===== config.mk =====
export PLATFORM = sky130hd
export DESIGN_NAME = easter_feast_dates_unit_flat
export DESIGN_NICKNAME = d
export VERILOG_FILES = /design/src/rtl/efd_pkg.sv /design/src/rtl/efd_if.sv /design/src/rtl/efd_cdiv.sv /design/src/rtl/efd_ctrl.sv /design/src/rtl/easter_feast_dates_unit.sv /design/src/flat_wrapper.sv
export SDC_FILE = /design/constraint.sdc
export NUM_CORES = 1
export LEC_CHECK = 0
export BUFFER_PORTS_ARGS = -buffer_cell sky130_fd_sc_hd__buf_2
export CAP_MARGIN = 20
export CORE_MARGIN = 2
export CORE_UTILIZATION = 50
export CTS_CLUSTER_SIZE = 30
export DETAILED_ROUTE_END_ITERATION = 8
export GPL_TIMING_DRIVEN = 0
export PLACE_DENSITY = 0.72
export SETUP_SLACK_MARGIN = 0.02
export SLEW_MARGIN = 0
export SYNTH_ARGS = -nofsm -noshare
export SYNTH_HDL_FRONTEND = slang
export SYNTH_SLANG_ARGS = --single-unit

===== constraint.sdc =====
create_clock -name clk -period 24.7 [get_ports clk]
set_clock_uncertainty 0.1 [all_clocks]
set_input_delay 4.94 -clock clk [delete_from_list [all_inputs] [get_ports clk]]
set_output_delay 4.94 -clock clk [all_outputs]
set_load 0.02 [all_outputs]

===== src/rtl/efd_pkg.sv =====
// Shared types, constants and calendar tables for the Easter feast date unit.
// Used by the channel interfaces, the sequencer and the constant divider.
// Depends on nothing.
package efd_pkg;

    localparam int YEAR_WIDTH = 16;
    localparam int YEAR_IN_W  = 16;
    localparam int FEAST_W    = 3;
    localparam int MONTH_W    = 4;
    localparam int DOM_W      = 5;
    localparam int DOY_W      = 9;

    // Divider operand width, remainder width and width of the century count.
    localparam int XW = YEAR_WIDTH;
    localparam int RW = 9;
    localparam int BW = XW - 6;

    localparam logic [FEAST_W-1:0] FEAST_LAST  = 3'd6;
    localparam logic [MONTH_W-1:0] MONTH_COUNT = 4'd12;

    typedef enum logic [2:0] {
        DIV_19,
        DIV_100,
        DIV_25,
        DIV_3,
        DIV_30,
        DIV_7,
        DIV_451,
        DIV_31
    } div_kind_t;

    typedef struct packed {
        logic            start;
        div_kind_t       kind;
        logic [XW-1:0]   x;
    } div_req_t;

    typedef struct packed {
        logic            done;
        logic [XW-1:0]   q;
        logic [RW-1:0]   r;
    } div_rsp_t;

    // Floor reciprocals scaled by 2^XW; the estimate is at most one below the quotient.
    localparam logic [XW-1:0] RECIP_19  = XW'((64'd1 << XW) / 64'd19);
    localparam logic [XW-1:0] RECIP_100 = XW'((64'd1 << XW) / 64'd100);
    localparam logic [XW-1:0] RECIP_25  = XW'((64'd1 << XW) / 64'd25);
    localparam logic [XW-1:0] RECIP_3   = XW'((64'd1 << XW) / 64'd3);
    localparam logic [XW-1:0] RECIP_30  = XW'((64'd1 << XW) / 64'd30);
    localparam logic [XW-1:0] RECIP_7   = XW'((64'd1 << XW) / 64'd7);
    localparam logic [XW-1:0] RECIP_451 = XW'((64'd1 << XW) / 64'd451);
    localparam logic [XW-1:0] RECIP_31  = XW'((64'd1 << XW) / 64'd31);

    function automatic logic [RW-1:0] div_const(input div_kind_t kind);
        logic [RW-1:0] k;
        unique case (kind)
            DIV_19:  k = 9'd19;
            DIV_100: k = 9'd100;
            DIV_25:  k = 9'd25;
            DIV_3:   k = 9'd3;
            DIV_30:  k = 9'd30;
            DIV_7:   k = 9'd7;
            DIV_451: k = 9'd451;
            DIV_31:  k = 9'd31;
            default: k = 9'd31;
        endcase
        return k;
    endfunction

    function automatic logic [XW-1:0] div_recip(input div_kind_t kind);
        logic [XW-1:0] rc;
        unique case (kind)
            DIV_19:  rc = RECIP_19;
            DIV_100: rc = RECIP_100;
            DIV_25:  rc = RECIP_25;
            DIV_3:   rc = RECIP_3;
            DIV_30:  rc = RECIP_30;
            DIV_7:   rc = RECIP_7;
            DIV_451: rc = RECIP_451;
            DIV_31:  rc = RECIP_31;
            default: rc = RECIP_31;
        endcase
        return rc;
    endfunction

    function automatic logic [4:0] month_len(input logic [MONTH_W-1:0] m, input logic leap);
        logic [4:0] len;
        unique case (m)
            4'd4, 4'd6, 4'd9, 4'd11: len = 5'd30;
            4'd2:                    len = leap ? 5'd29 : 5'd28;
            default:                 len = 5'd31;
        endcase
        return len;
    endfunction

    // Days in the year before the first of month m.
    function automatic logic [DOY_W-1:0] days_before(input logic [MONTH_W-1:0] m,
                                                     input logic leap);
        logic [DOY_W-1:0] cum;
        unique case (m)
            4'd2:    cum = 9'd31;
            4'd3:    cum = 9'd59;
            4'd4:    cum = 9'd90;
            4'd5:    cum = 9'd120;
            4'd6:    cum = 9'd151;
            4'd7:    cum = 9'd181;
            4'd8:    cum = 9'd212;
            4'd9:    cum = 9'd243;
            4'd10:   cum = 9'd273;
            4'd11:   cum = 9'd304;
            4'd12:   cum = 9'd334;
            default: cum = 9'd0;
        endcase
        if (m > 4'd2 && leap)
        begin
            cum = cum + 9'd1;
        end
        return cum;
    endfunction

    // Offset of each feast from Easter Sunday, as a nine-bit two's complement value.
    function automatic logic [DOY_W-1:0] feast_offset(input logic [FEAST_W-1:0] n);
        logic [DOY_W-1:0] off;
        unique case (n)
            3'd0:    off = 9'(-49);
            3'd1:    off = 9'(-47);
            3'd2:    off = 9'(-2);
            3'd3:    off = 9'd0;
            3'd4:    off = 9'd39;
            3'd5:    off = 9'd50;
            3'd6:    off = 9'd56;
            default: off = 9'd0;
        endcase
        return off;
    endfunction

endpackage


===== src/rtl/efd_if.sv =====
// Request channels of the Easter feast date unit: years in, feast dates out.
// Depends on efd_pkg for the field widths.
interface efd_year_if;
    import efd_pkg::*;

    logic                 valid;
    logic                 ready;
    logic [YEAR_IN_W-1:0] year;

    modport source (output valid, output year, input ready);
    modport sink   (input valid, input year, output ready);
endinterface

interface efd_feast_if;
    import efd_pkg::*;

    logic               valid;
    logic               ready;
    logic [FEAST_W-1:0] feast;
    logic [MONTH_W-1:0] month_of_date;
    logic [DOM_W-1:0]   day_of_month;
    logic [DOY_W-1:0]   day_of_year;
    logic               last;

    modport source (output valid, output feast, output month_of_date, output day_of_month,
                    output day_of_year, output last, input ready);
    modport sink   (input valid, input feast, input month_of_date, input day_of_month,
                    input day_of_year, input last, output ready);
endinterface


===== src/rtl/efd_cdiv.sv =====
// Shared divide-by-constant unit: the reciprocal product is registered, then the corrected quotient and remainder.
// Depends on efd_pkg for the request/response structs and reciprocal tables.
module efd_cdiv (
    input  logic              clk,
    input  logic              rst_n,
    input  efd_pkg::div_req_t req,
    output efd_pkg::div_rsp_t rsp
);
    import efd_pkg::*;

    logic              s1_reg;
    logic              done_reg;
    logic [2*XW-1:0]   prod_reg;
    logic [XW-1:0]     x_reg;
    div_kind_t         kind_reg;
    logic [XW-1:0]     q_reg;
    logic [RW-1:0]     r_reg;

    logic [XW-1:0]     q_est;
    logic [RW-1:0]     k_val;
    logic [XW+RW-1:0]  qk_full;
    logic [XW-1:0]     rem_full;
    logic [RW:0]       rem_est;
    logic [XW-1:0]     q_next;
    logic [RW-1:0]     r_next;

    always_comb
    begin
        q_est    = prod_reg[2*XW-1:XW];
        k_val    = div_const(kind_reg);
        qk_full  = (XW+RW)'(q_est) * (XW+RW)'(k_val);
        rem_full = x_reg - qk_full[XW-1:0];
        rem_est  = rem_full[RW:0];
        // The estimate can fall one short; a single compare and subtract fixes it.
        if (rem_est >= {1'b0, k_val})
        begin
            q_next = q_est + XW'(1);
            r_next = RW'(rem_est - {1'b0, k_val});
        end
        else
        begin
            q_next = q_est;
            r_next = rem_est[RW-1:0];
        end
    end

    always_ff @(posedge clk or negedge rst_n)
    begin
        if (!rst_n)
        begin
            s1_reg   <= 1'b0;
            done_reg <= 1'b0;
        end
        else
        begin
            s1_reg   <= req.start;
            done_reg <= s1_reg;
        end
    end

    always_ff @(posedge clk)
    begin
        if (req.start)
        begin
            prod_reg <= (2*XW)'(req.x) * (2*XW)'(div_recip(req.kind));
            x_reg    <= req.x;
            kind_reg <= req.kind;
        end
        if (s1_reg)
        begin
            q_reg <= q_next;
            r_reg <= r_next;
        end
    end

    assign rsp.done = done_reg;
    assign rsp.q    = q_reg;
    assign rsp.r    = r_reg;

    a_done_follows_start: assert property (@(posedge clk) disable iff (!rst_n)
        req.start |=> ##1 rsp.done)
        else $error("divider result did not arrive two cycles after start");

    a_rem_in_range: assert property (@(posedge clk) disable iff (!rst_n)
        rsp.done |-> (rsp.r < div_const(kind_reg)))
        else $error("divider remainder not below divisor");

    a_no_back_to_back: assert property (@(posedge clk) disable iff (!rst_n)
        req.start |=> !req.start)
        else $error("divider started again while busy");

endmodule


===== src/rtl/efd_ctrl.sv =====
// Sequencer: runs the computus through the shared divider, then walks months
// for each of the seven feasts and holds the result register.
// Depends on efd_pkg and the channel interfaces in efd_if.
module efd_ctrl (
    input  logic              clk,
    input  logic              rst_n,
    efd_year_if.sink          years,
    efd_feast_if.source       dates,
    output efd_pkg::div_req_t div_req,
    input  efd_pkg::div_rsp_t div_rsp
);
    import efd_pkg::*;

    typedef enum logic [3:0] {
        S_IDLE,
        S_A,
        S_B,
        S_F,
        S_G,
        S_H,
        S_L,
        S_M,
        S_BASE,
        S_ORD,
        S_WALK,
        S_EMIT
    } state_t;

    state_t             state_reg;
    logic               busy_reg;
    logic [XW-1:0]      y_reg;
    logic [4:0]         a_reg;
    logic [BW-1:0]      b_reg;
    logic [6:0]         c_reg;
    logic [BW-1:0]      f_reg;
    logic [BW-1:0]      g_reg;
    logic [4:0]         h_reg;
    logic [2:0]         l_reg;
    logic               m_reg;
    logic [MONTH_W-1:0] emon_reg;
    logic [DOM_W-1:0]   eday_reg;
    logic               leap_reg;
    logic [DOY_W-1:0]   easter_reg;
    logic [FEAST_W-1:0] feast_reg;
    logic [DOY_W-1:0]   ord_reg;
    logic [DOY_W-1:0]   rest_reg;
    logic [MONTH_W-1:0] mon_reg;

    logic               out_valid_reg;
    logic [FEAST_W-1:0] out_feast_reg;
    logic [MONTH_W-1:0] out_month_reg;
    logic [DOM_W-1:0]   out_dom_reg;
    logic [DOY_W-1:0]   out_doy_reg;
    logic               out_last_reg;

    logic [BW-3:0]      d_w;
    logic [1:0]         e_w;
    logic [4:0]         i_w;
    logic [1:0]         k_w;
    logic               leap_w;
    logic [DOY_W-1:0]   easter_w;
    logic [4:0]         len_w;
    logic               is_div;
    logic               out_free;

    assign d_w = b_reg[BW-1:2];
    assign e_w = b_reg[1:0];
    assign i_w = c_reg[6:2];
    assign k_w = c_reg[1:0];

    // Divisible by 400 means a whole century count that is a multiple of four.
    assign leap_w   = (c_reg == 7'd0) ? (e_w == 2'd0) : (y_reg[1:0] == 2'b00);
    assign easter_w = days_before(emon_reg, leap_w) + DOY_W'(eday_reg);
    assign len_w    = month_len(mon_reg, leap_reg);
    assign out_free = !out_valid_reg || dates.ready;

    always_comb
    begin
        is_div       = 1'b1;
        div_req.kind = DIV_19;
        div_req.x    = y_reg;
        unique case (state_reg)
            S_A:
            begin
                div_req.kind = DIV_19;
                div_req.x    = y_reg;
            end
            S_B:
            begin
                div_req.kind = DIV_100;
                div_req.x    = y_reg;
            end
            S_F:
            begin
                div_req.kind = DIV_25;
                div_req.x    = XW'(b_reg) + XW'(8);
            end
            S_G:
            begin
                div_req.kind = DIV_3;
                div_req.x    = XW'(b_reg) - XW'(f_reg) + XW'(1);
            end
            S_H:
            begin
                div_req.kind = DIV_30;
                div_req.x    = XW'(10'(a_reg) * 10'd19) + XW'(b_reg) - XW'(d_w)
                               - XW'(g_reg) + XW'(15);
            end
            S_L:
            begin
                div_req.kind = DIV_7;
                div_req.x    = XW'(8'd32 + 8'({e_w, 1'b0}) + 8'({i_w, 1'b0})
                                   - 8'(h_reg) - 8'(k_w));
            end
            S_M:
            begin
                div_req.kind = DIV_451;
                div_req.x    = XW'(10'(a_reg) + 10'(h_reg) * 10'd11 + 10'(l_reg) * 10'd22);
            end
            S_BASE:
            begin
                div_req.kind = DIV_31;
                div_req.x    = XW'(8'(h_reg) + 8'(l_reg) + 8'd114 - (m_reg ? 8'd7 : 8'd0));
            end
            default:
            begin
                is_div = 1'b0;
            end
        endcase
        div_req.start = is_div && !busy_reg;
    end

    always_ff @(posedge clk or negedge rst_n)
    begin
        if (!rst_n)
        begin
            state_reg     <= S_IDLE;
            busy_reg      <= 1'b0;
            out_valid_reg <= 1'b0;
            y_reg         <= '0;
            a_reg         <= '0;
            b_reg         <= '0;
            c_reg         <= '0;
            f_reg         <= '0;
            g_reg         <= '0;
            h_reg         <= '0;
            l_reg         <= '0;
            m_reg         <= 1'b0;
            emon_reg      <= '0;
            eday_reg      <= '0;
            leap_reg      <= 1'b0;
            easter_reg    <= '0;
            feast_reg     <= '0;
            ord_reg       <= '0;
            rest_reg      <= '0;
            mon_reg       <= '0;
            out_feast_reg <= '0;
            out_month_reg <= '0;
            out_dom_reg   <= '0;
            out_doy_reg   <= '0;
            out_last_reg  <= 1'b0;
        end
        else
        begin
            // In the emit state the load below decides the next valid.
            if (out_valid_reg && dates.ready && state_reg != S_EMIT)
            begin
                out_valid_reg <= 1'b0;
            end

            if (is_div)
            begin
                if (!busy_reg)
                begin
                    busy_reg <= 1'b1;
                end
                else if (div_rsp.done)
                begin
                    busy_reg <= 1'b0;
                end
            end

            unique case (state_reg)
                S_IDLE:
                begin
                    if (years.valid)
                    begin
                        y_reg     <= XW'(years.year);
                        state_reg <= S_A;
                    end
                end
                S_A:
                begin
                    if (busy_reg && div_rsp.done)
                    begin
                        a_reg     <= div_rsp.r[4:0];
                        state_reg <= S_B;
                    end
                end
                S_B:
                begin
                    if (busy_reg && div_rsp.done)
                    begin
                        b_reg     <= div_rsp.q[BW-1:0];
                        c_reg     <= div_rsp.r[6:0];
                        state_reg <= S_F;
                    end
                end
                S_F:
                begin
                    if (busy_reg && div_rsp.done)
                    begin
                        f_reg     <= div_rsp.q[BW-1:0];
                        state_reg <= S_G;
                    end
                end
                S_G:
                begin
                    if (busy_reg && div_rsp.done)
                    begin
                        g_reg     <= div_rsp.q[BW-1:0];
                        state_reg <= S_H;
                    end
                end
                S_H:
                begin
                    if (busy_reg && div_rsp.done)
                    begin
                        h_reg     <= div_rsp.r[4:0];
                        state_reg <= S_L;
                    end
                end
                S_L:
                begin
                    if (busy_reg && div_rsp.done)
                    begin
                        l_reg     <= div_rsp.r[2:0];
                        state_reg <= S_M;
                    end
                end
                S_M:
                begin
                    if (busy_reg && div_rsp.done)
                    begin
                        m_reg     <= div_rsp.q[0];
                        state_reg <= S_BASE;
                    end
                end
                S_BASE:
                begin
                    if (busy_reg && div_rsp.done)
                    begin
                        emon_reg  <= div_rsp.q[MONTH_W-1:0];
                        eday_reg  <= div_rsp.r[DOM_W-1:0] + DOM_W'(1);
                        state_reg <= S_ORD;
                    end
                end
                S_ORD:
                begin
                    leap_reg   <= leap_w;
                    easter_reg <= easter_w;
                    feast_reg  <= '0;
                    ord_reg    <= easter_w + feast_offset('0);
                    rest_reg   <= easter_w + feast_offset('0);
                    mon_reg    <= MONTH_W'(1);
                    state_reg  <= S_WALK;
                end
                S_WALK:
                begin
                    // One month per cycle until the remainder fits the current month or the month reaches December.
                    if (mon_reg < MONTH_COUNT && rest_reg > DOY_W'(len_w))
                    begin
                        rest_reg <= rest_reg - DOY_W'(len_w);
                        mon_reg  <= mon_reg + MONTH_W'(1);
                    end
                    else
                    begin
                        state_reg <= S_EMIT;
                    end
                end
                S_EMIT:
                begin
                    if (out_free)
                    begin
                        out_valid_reg <= 1'b1;
                        out_feast_reg <= feast_reg;
                        out_month_reg <= mon_reg;
                        out_dom_reg   <= rest_reg[DOM_W-1:0];
                        out_doy_reg   <= ord_reg;
                        out_last_reg  <= (feast_reg == FEAST_LAST);
                        if (feast_reg == FEAST_LAST)
                        begin
                            state_reg <= S_IDLE;
                        end
                        else
                        begin
                            feast_reg <= feast_reg + FEAST_W'(1);
                            ord_reg   <= easter_reg + feast_offset(feast_reg + FEAST_W'(1));
                            rest_reg  <= easter_reg + feast_offset(feast_reg + FEAST_W'(1));
                            mon_reg   <= MONTH_W'(1);
                            state_reg <= S_WALK;
                        end
                    end
                end
                default:
                begin
                    state_reg <= S_IDLE;
                end
            endcase
        end
    end

    assign years.ready         = (state_reg == S_IDLE);
    assign dates.valid         = out_valid_reg;
    assign dates.feast         = out_feast_reg;
    assign dates.month_of_date = out_month_reg;
    assign dates.day_of_month  = out_dom_reg;
    assign dates.day_of_year   = out_doy_reg;
    assign dates.last          = out_last_reg;

    a_busy_after_accept: assert property (@(posedge clk) disable iff (!rst_n)
        (years.valid && years.ready) |=> !years.ready)
        else $error("year request taken while the previous one is in progress");

    a_date_in_range: assert property (@(posedge clk) disable iff (!rst_n)
        dates.valid |-> (dates.day_of_month != 5'd0 && dates.month_of_date != 4'd0
                         && dates.month_of_date <= MONTH_COUNT))
        else $error("feast date outside the calendar");

    a_rsp_only_when_issued: assert property (@(posedge clk) disable iff (!rst_n)
        div_rsp.done |-> (busy_reg && is_div))
        else $error("divider response without an outstanding request");

endmodule


===== src/rtl/easter_feast_dates_unit.sv =====
// Top level of the Easter feast date unit: sequencer plus shared constant divider.
// Depends on efd_pkg, efd_if, efd_cdiv and efd_ctrl.
//
//  channel  dir  payload                                                    handshake
//  years    in   year[15:0]                                                 valid/ready
//  dates    out  feast, month_of_date, day_of_month, day_of_year, last      valid/ready
//
// For each year the idle state takes the year, eight constant divisions run on the shared
// divider, a state places Easter in the year, then for each of the seven feasts a month
// walk runs one month per cycle until the date fits, then a state loads the result
// register.
// The unit takes a new year only after the seventh result has been loaded.
// A stalled output holds the sequencer before the next load; reset clears the sequencer
// and output valid.
module easter_feast_dates_unit (
    input  logic        clk,
    input  logic        rst_n,
    efd_year_if.sink    years,
    efd_feast_if.source dates
);
    import efd_pkg::*;

    div_req_t div_req;
    div_rsp_t div_rsp;

    efd_ctrl u_ctrl (
        .clk     (clk),
        .rst_n   (rst_n),
        .years   (years),
        .dates   (dates),
        .div_req (div_req),
        .div_rsp (div_rsp)
    );

    efd_cdiv u_cdiv (
        .clk   (clk),
        .rst_n (rst_n),
        .req   (div_req),
        .rsp   (div_rsp)
    );

endmodule


===== src/flat_wrapper.sv =====
// flat-port wrapper written by rule: the top's interface ports become plain ports
module easter_feast_dates_unit_flat import efd_pkg::*;
  (clk, rst_n, years_valid, years_year, years_ready, dates_valid, dates_feast, dates_month_of_date, dates_day_of_month, dates_day_of_year, dates_last, dates_ready);
  efd_year_if years_i ();
  efd_feast_if dates_i ();
  input  logic clk;
  input  logic rst_n;
  input wire logic [$bits(years_i.valid)-1:0] years_valid;
  input wire logic [$bits(years_i.year)-1:0] years_year;
  output wire logic [$bits(years_i.ready)-1:0] years_ready;
  output wire logic [$bits(dates_i.valid)-1:0] dates_valid;
  output wire logic [$bits(dates_i.feast)-1:0] dates_feast;
  output wire logic [$bits(dates_i.month_of_date)-1:0] dates_month_of_date;
  output wire logic [$bits(dates_i.day_of_month)-1:0] dates_day_of_month;
  output wire logic [$bits(dates_i.day_of_year)-1:0] dates_day_of_year;
  output wire logic [$bits(dates_i.last)-1:0] dates_last;
  input wire logic [$bits(dates_i.ready)-1:0] dates_ready;
  assign years_i.valid = years_valid;
  assign years_i.year = years_year;
  assign years_ready = years_i.ready;
  assign dates_valid = dates_i.valid;
  assign dates_feast = dates_i.feast;
  assign dates_month_of_date = dates_i.month_of_date;
  assign dates_day_of_month = dates_i.day_of_month;
  assign dates_day_of_year = dates_i.day_of_year;
  assign dates_last = dates_i.last;
  assign dates_i.ready = dates_ready;
  easter_feast_dates_unit u_core (.clk(clk), .rst_n(rst_n), .years(years_i), .dates(dates_i));
endmodule

# Yosys cells after proc, flatten, opt, wreduce, memory -nomap -nowiden
# Memories as Yosys holds them, arrays and structs flattened. A register that Yosys moved wholly into a read port is not among the register bits.
# Index checks and enable logic that the tools add are counted.
# totals
ram_bits	0
rom_bits	336
inputBits	20
mem_count	3
latch_bits	0
wordCells	183
output_inout_bits	24
reg_bits	203
# memory_table
name	depth	word_bits	read_ports	rd_clocked_by_memory_dff	wr	line_no	text
(no name shown)	16	9	1	0	0	efd_pkg.sv:100	unique case (m)
(no name shown)	8	15	1	0	0	efd_pkg.sv:72	unique case (kind)
(no name shown)	8	9	1	1	0	efd_pkg.sv:56	unique case (kind)
# op_classes
shift	0
reduce_logical	31
multipliers	5
magnitude_cmp	4
eq_ne	36
div	0
mux	45
n_addsub	27
n_bitwise	0
# ops
op	n
$pmux 19 s7	1
$mux 9	7
$mux 4	15
$pmux 9 s6	1
$pmux 4 s12	1
$mul 16x16->32	1
$pmux 9 s3	1
$ne 2x2->1 const B	13
$eq 4x3->1 const B	6
$eq 4x4->1 const B	6
$reduce_and 2->1	10
$pmux 9 s2	1
$mul 16x9->10	1
$mux 16	1
$add 13x5->14 const B	1
$sub 12x11->13	1
$add 11x2->12 const B	1
$eq 3x3->1 const B	4
$eq 4x2->1 const B	3
$mux 3	4
$pmux 4 s3	1
$sub 11x8->12	1
$add 10x10->11	1
$add 10x4->11 const B	1
other kinds (51)	65

# Logic depth before layout (Yosys ltp)
# depth
depth_word	10
ltp_mapped	48
mapped_depth_nobuf	47

# By module
# From an unflattened synthesis, not the netlist that was laid out.
# unflattened
hier_cells	2557
hier_area_um2	24039.3
# by_module_without_submodules
mod	seq_area_each_um2	instances	cells_each	area_each_um2
efd_cdiv	1831.8	1	1299	12424.4
efd_ctrl	3478.3	1	1258	11614.9

# Worst setup path after synthesis
# No wires, ideal clock.
# synth_path
path_kind	register to register
start	register u_core.u_ctrl.a_reg[1]
end	register u_core.u_cdiv.prod_reg[24], data pin
slack_ns	13.795
path_stages_with_launch	44
path_buffers	1
setup_ns	0.258
period_less_slack_ns	10.905
required_time_ns	24.342
arrival_ns	10.548
path_cell_list	dfrtp_1 -> ha_1 -> fa_1 -> inv_1 -> fa_1 -> fa_1 -> inv_1 -> fa_1 -> a21o_1 -> a21oi_1 -> o21bai_1 -> a21oi_1 -> nor2b_1 -> o21a_1 -> nor2_1 -> xnor2_1 -> ha_1 -> ha_1 -> [... 8 more ...] -> inv_1 -> fa_1 -> fa_1 -> fa_1 -> inv_1 -> fa_1 -> inv_1 -> ha_1 -> nand4_1 -> nor2_1 -> a211oi_1 -> o21ai_0 -> a21oi_1 -> o22ai_1 -> a221o_1 -> o21a_1 -> nor2_1 -> xnor2_1
# synth_via
elab_chain_len	7
word_cells_on_any_way	9
classes_between	add/sub (6); mul (2); mux (1)
# synth_lines
item	line_no	text
from (decl)	efd_ctrl.sv:32	logic [4:0] a_reg;
from (signal assigned)	efd_ctrl.sv:196	a_reg <= div_rsp.r[4:0];
$mul 5x5->10	efd_ctrl.sv:106	div_req.x = XW'(10'(a_reg) * 10'd19) + XW'(b_reg) - XW'(d_w)
$add 10x10->11	efd_ctrl.sv:106	
$sub 11x8->12	efd_ctrl.sv:106	
$sub 12x11->13	efd_ctrl.sv:107	- XW'(g_reg) + XW'(15);
$add 13x5->14	efd_ctrl.sv:107	
$pmux 19 s7 *	efd_ctrl.sv:82	unique case (state_reg)
$mul 16x16->32 *	efd_cdiv.sv:65	prod_reg <= (2*XW)'(req.x) * (2*XW)'(div_recip(req.kind));
to (signal assigned)	efd_cdiv.sv:65	
to (decl)	efd_cdiv.sv:13	logic [2*XW-1:0] prod_reg;
# Mark *: on every way between the ends. The rest lies on a longest branch, timed or not.
# A chain may end at the register's enable or synchronous reset.

# Worst setup path in the final report
# Same ends and word-level chain as after synthesis.

==> impl_metrics.tcl <==
set metrics [dict create \
    status "completed" \
    final_area_um2 24390 \
    diodes 0 \
    place_ws_ns 12.05 \
    yosysWarnings 0 \
    final_cell_mix "inv_1 (430), nand2_1 (307), ha_1 (270)" \
    synth-edff-count 40 \
    grt_usage_pct 26.92 \
    synth_nets 3016 \
    final-setup-viol-count 0 \
    io_pins 44 \
    largest_reg_flops 16 \
    fillers 4093 \
    die_h_um 217.3 \
    path_class "reg -> reg" \
    crit_required_ns 24.84 \
    cts.root.buffer_cell "clkbuf_16" \
    overflow 0 \
    grt_setup_unrepaired "false" \
    ant_nets 0 \
    routed_wl_mm 60.18 \
    insertion_delay_ns 0.49 \
    critPathCapture "u_core.u_cdiv.prod_reg[24]" \
    start_util_pct 50.34 \
    holdBufCountCts 0 \
    cts_buffers 17 \
    core_area_um2 45190 \
    gp_congestion 0.9649 \
    synth_area_um2 22750 \
    vias 17710 \
    ys_seq_area_share_pct 21.49 \
    syn_inst 2483 \
    critPathSlowestCell "a221oi_1" \
    dp_hpwl_mm 49.44 \
    fmax_ghz 0.07850 \
    cts.htree.levels 4 \
    cp-start-kind "register" \
    vias_per_cell 5.603 \
    rows 78 \
    setup_ws_ns 11.96 \
    drt_first_pass_iters 7 \
    r2r_start "u_core.u_ctrl.a_reg[1]" \
    slowest_delay_ns 1.10 \
    multi_input_area_um2 15970 \
    nets 3080 \
    regToRegSetupSlack_ns 11.96 \
    cp_max_fo 10 \
    crit_arrival_ns 12.88 \
    layout_commonest_cell "inv_1" \
    drc 0 \
    setup-tns-final_ns 0 \
    grt_pass1_wl_mm 98.41 \
    reg2reg_depth 40 \
    crit_start "u_core.u_ctrl.a_reg[1]" \
    synthFlopType "dfrtp_1" \
    die_w_um 217.3 \
    cts_tree "built" \
    grt_pass1_vias 18580 \
    grt_max_degree 102 \
    synth_async_sr_flop_share_pct 74.60 \
    drtIter0Drc 1459 \
    fin_crit_sh_pct 51.57 \
    r2r-end "u_core.u_cdiv.prod_reg[24]" \
    finalHoldViolations 0 \
    yosysUniqueCellTypes 85 \
    die_area_um2 47220 \
    path_clk_slew_ns 0.08 \
    hp-class "reg -> reg" \
    synth_area_per_cell_um2 9.162 \
    ff_latch_area_um2 4890 \
    crit_top_cell "fa_1" \
    numPortBuffers 43 \
    cts.sinks 189 \
    antenna_found_initial 0 \
    post_dp_cell_area_um2 23760 \
    worstMarginPinSlew_ns 1.334 \
    ctsResizeCount 0 \
    maxSlewViolCount 0 \
    slew_headroom_pct 11.08 \
    endpoint_kind "register" \
    clockBufferDepth 2 \
    drive_gt1_share_pct 7.383 \
    cts_setup_buffers 0 \
    wl_per_cell_um 19.04 \
    synth-seq-cells 189 \
    cap_violations 0 \
    finalCriticalPeriod_ns 12.74 \
    syn2layout_area_growth_pct 7.222 \
]
worst min-delay path by stage:
stage                                               from                                    to  slack [ns]  depth (start not counted)
floorplan                       u_core.u_ctrl.ord_reg[6]              u_core.u_ctrl.ord_reg[6]        0.33                          2
global placement    u_core.u_ctrl.dates.month_of_date[3]  u_core.u_ctrl.dates.month_of_date[3]        0.36                          2
detailed placement              u_core.u_ctrl.ord_reg[6]              u_core.u_ctrl.ord_reg[6]        0.36                          2
CTS                             u_core.u_ctrl.ord_reg[6]              u_core.u_ctrl.ord_reg[6]        0.38                          2
global route                    u_core.u_ctrl.ord_reg[6]              u_core.u_ctrl.ord_reg[6]        0.41                          2
finish                          u_core.u_ctrl.ord_reg[0]              u_core.u_ctrl.ord_reg[0]        0.38                          2
synth_stat cells (all sizes together) (6+ instances only):
cell / count / share of area [%]
inv: 434 / 7.2
nand2: 307 / 5.1
ha: 270 / 15
fa: 243 / 21
nor2: 147 / 2.4
dfrtp: 141 / 16
o21ai: 109 / 2.4
a21oi: 103 / 2.3
xnor2: 96 / 3.7
mux2: 75 / 3.7
clkbuf: 53 / 0.87
and2: 50 / 1.4
xor2: 45 / 1.7
edfxtp: 40 / 5.3
nor3: 31 / 0.70
nand3: 29 / 0.64
a21o: 27 / 0.89
o21a: 24 / 0.83
a31oi: 21 / 0.61
nand2b: 21 / 0.58
nor2b: 17 / 0.47
a211oi: 15 / 0.52
buf: 13 / 0.27
o21bai: 11 / 0.36
and3: 10 / 0.28
mux2i: 10 / 0.44
nand4: 9 / 0.25
o22ai: 9 / 0.25
or2: 9 / 0.25
dfxtp: 8 / 0.70
o211ai: 8 / 0.26
nor4: 7 / 0.19
o221ai: 6 / 0.23
metal layers:
| metal | part of all wire [%] | global-route usage (%) | vias up |
|---|---|---|---|
| met2 | 48 | 45.40 | 578 |
| met1 | 43 | 35.46 | 8797 |
| met3 | 5.7 | 3.997 | 115 |
| met5 | 0 | 0 | - |
| li1 | - | - | 8216 |
| met4 | 3.1 | 9.178 | 0 |
cells by family (layout without fill, tap and decap cells):
group	Yosys count	after routing	synth area share [%]
simple gates	661	661	13.11
fa+ha+maj	515	515	36.32
buf+inv	501	578	8.322
compound gates	390	390	11.07
flops	189	189	21.49
xor+xnor	141	141	5.429
mux	86	86	4.252
critical path: cells and delay by family (launching register included):
family | cells | cell delay (ns)
AO/OA/AOI/OAI | 10 | 3.10
XOR/XNOR | 2 | 0.25
AND/OR/NAND/NOR | 8 | 1.84
buffers and inverters | 6 | 0.57
flip-flops | 1 | 0.54
adder cells (fa/ha/maj) | 14 | 6.07
through the flow:
stage          hold slack, ns  utilization, %  std cells
2_1_floorplan          0.3331               -       2483
3_3_place_gp           0.3564           52.48       3126
3_5_place_dp           0.3603           52.59       3128
4_1_cts                0.3791           53.98       3160
5_1_grt                0.4080           53.98       3160
6_report               0.3798           53.98       3160
cell type report:
type | instances | area share [%]
well taps | 600 | 3.078
clock inverters | 14 | 0.7336
inverters | 435 | 6.694
clock buffers | 18 | 1.847
flip-flops and latches | 189 | 20.05
repair buffers | 45 | 1.052
multi-input cells | 1793 | 65.48
plain buffers | 66 | 1.067
Power is not shown: default switching activity piles up to over one toggle a cycle in this logic, so the estimate is an artifact.
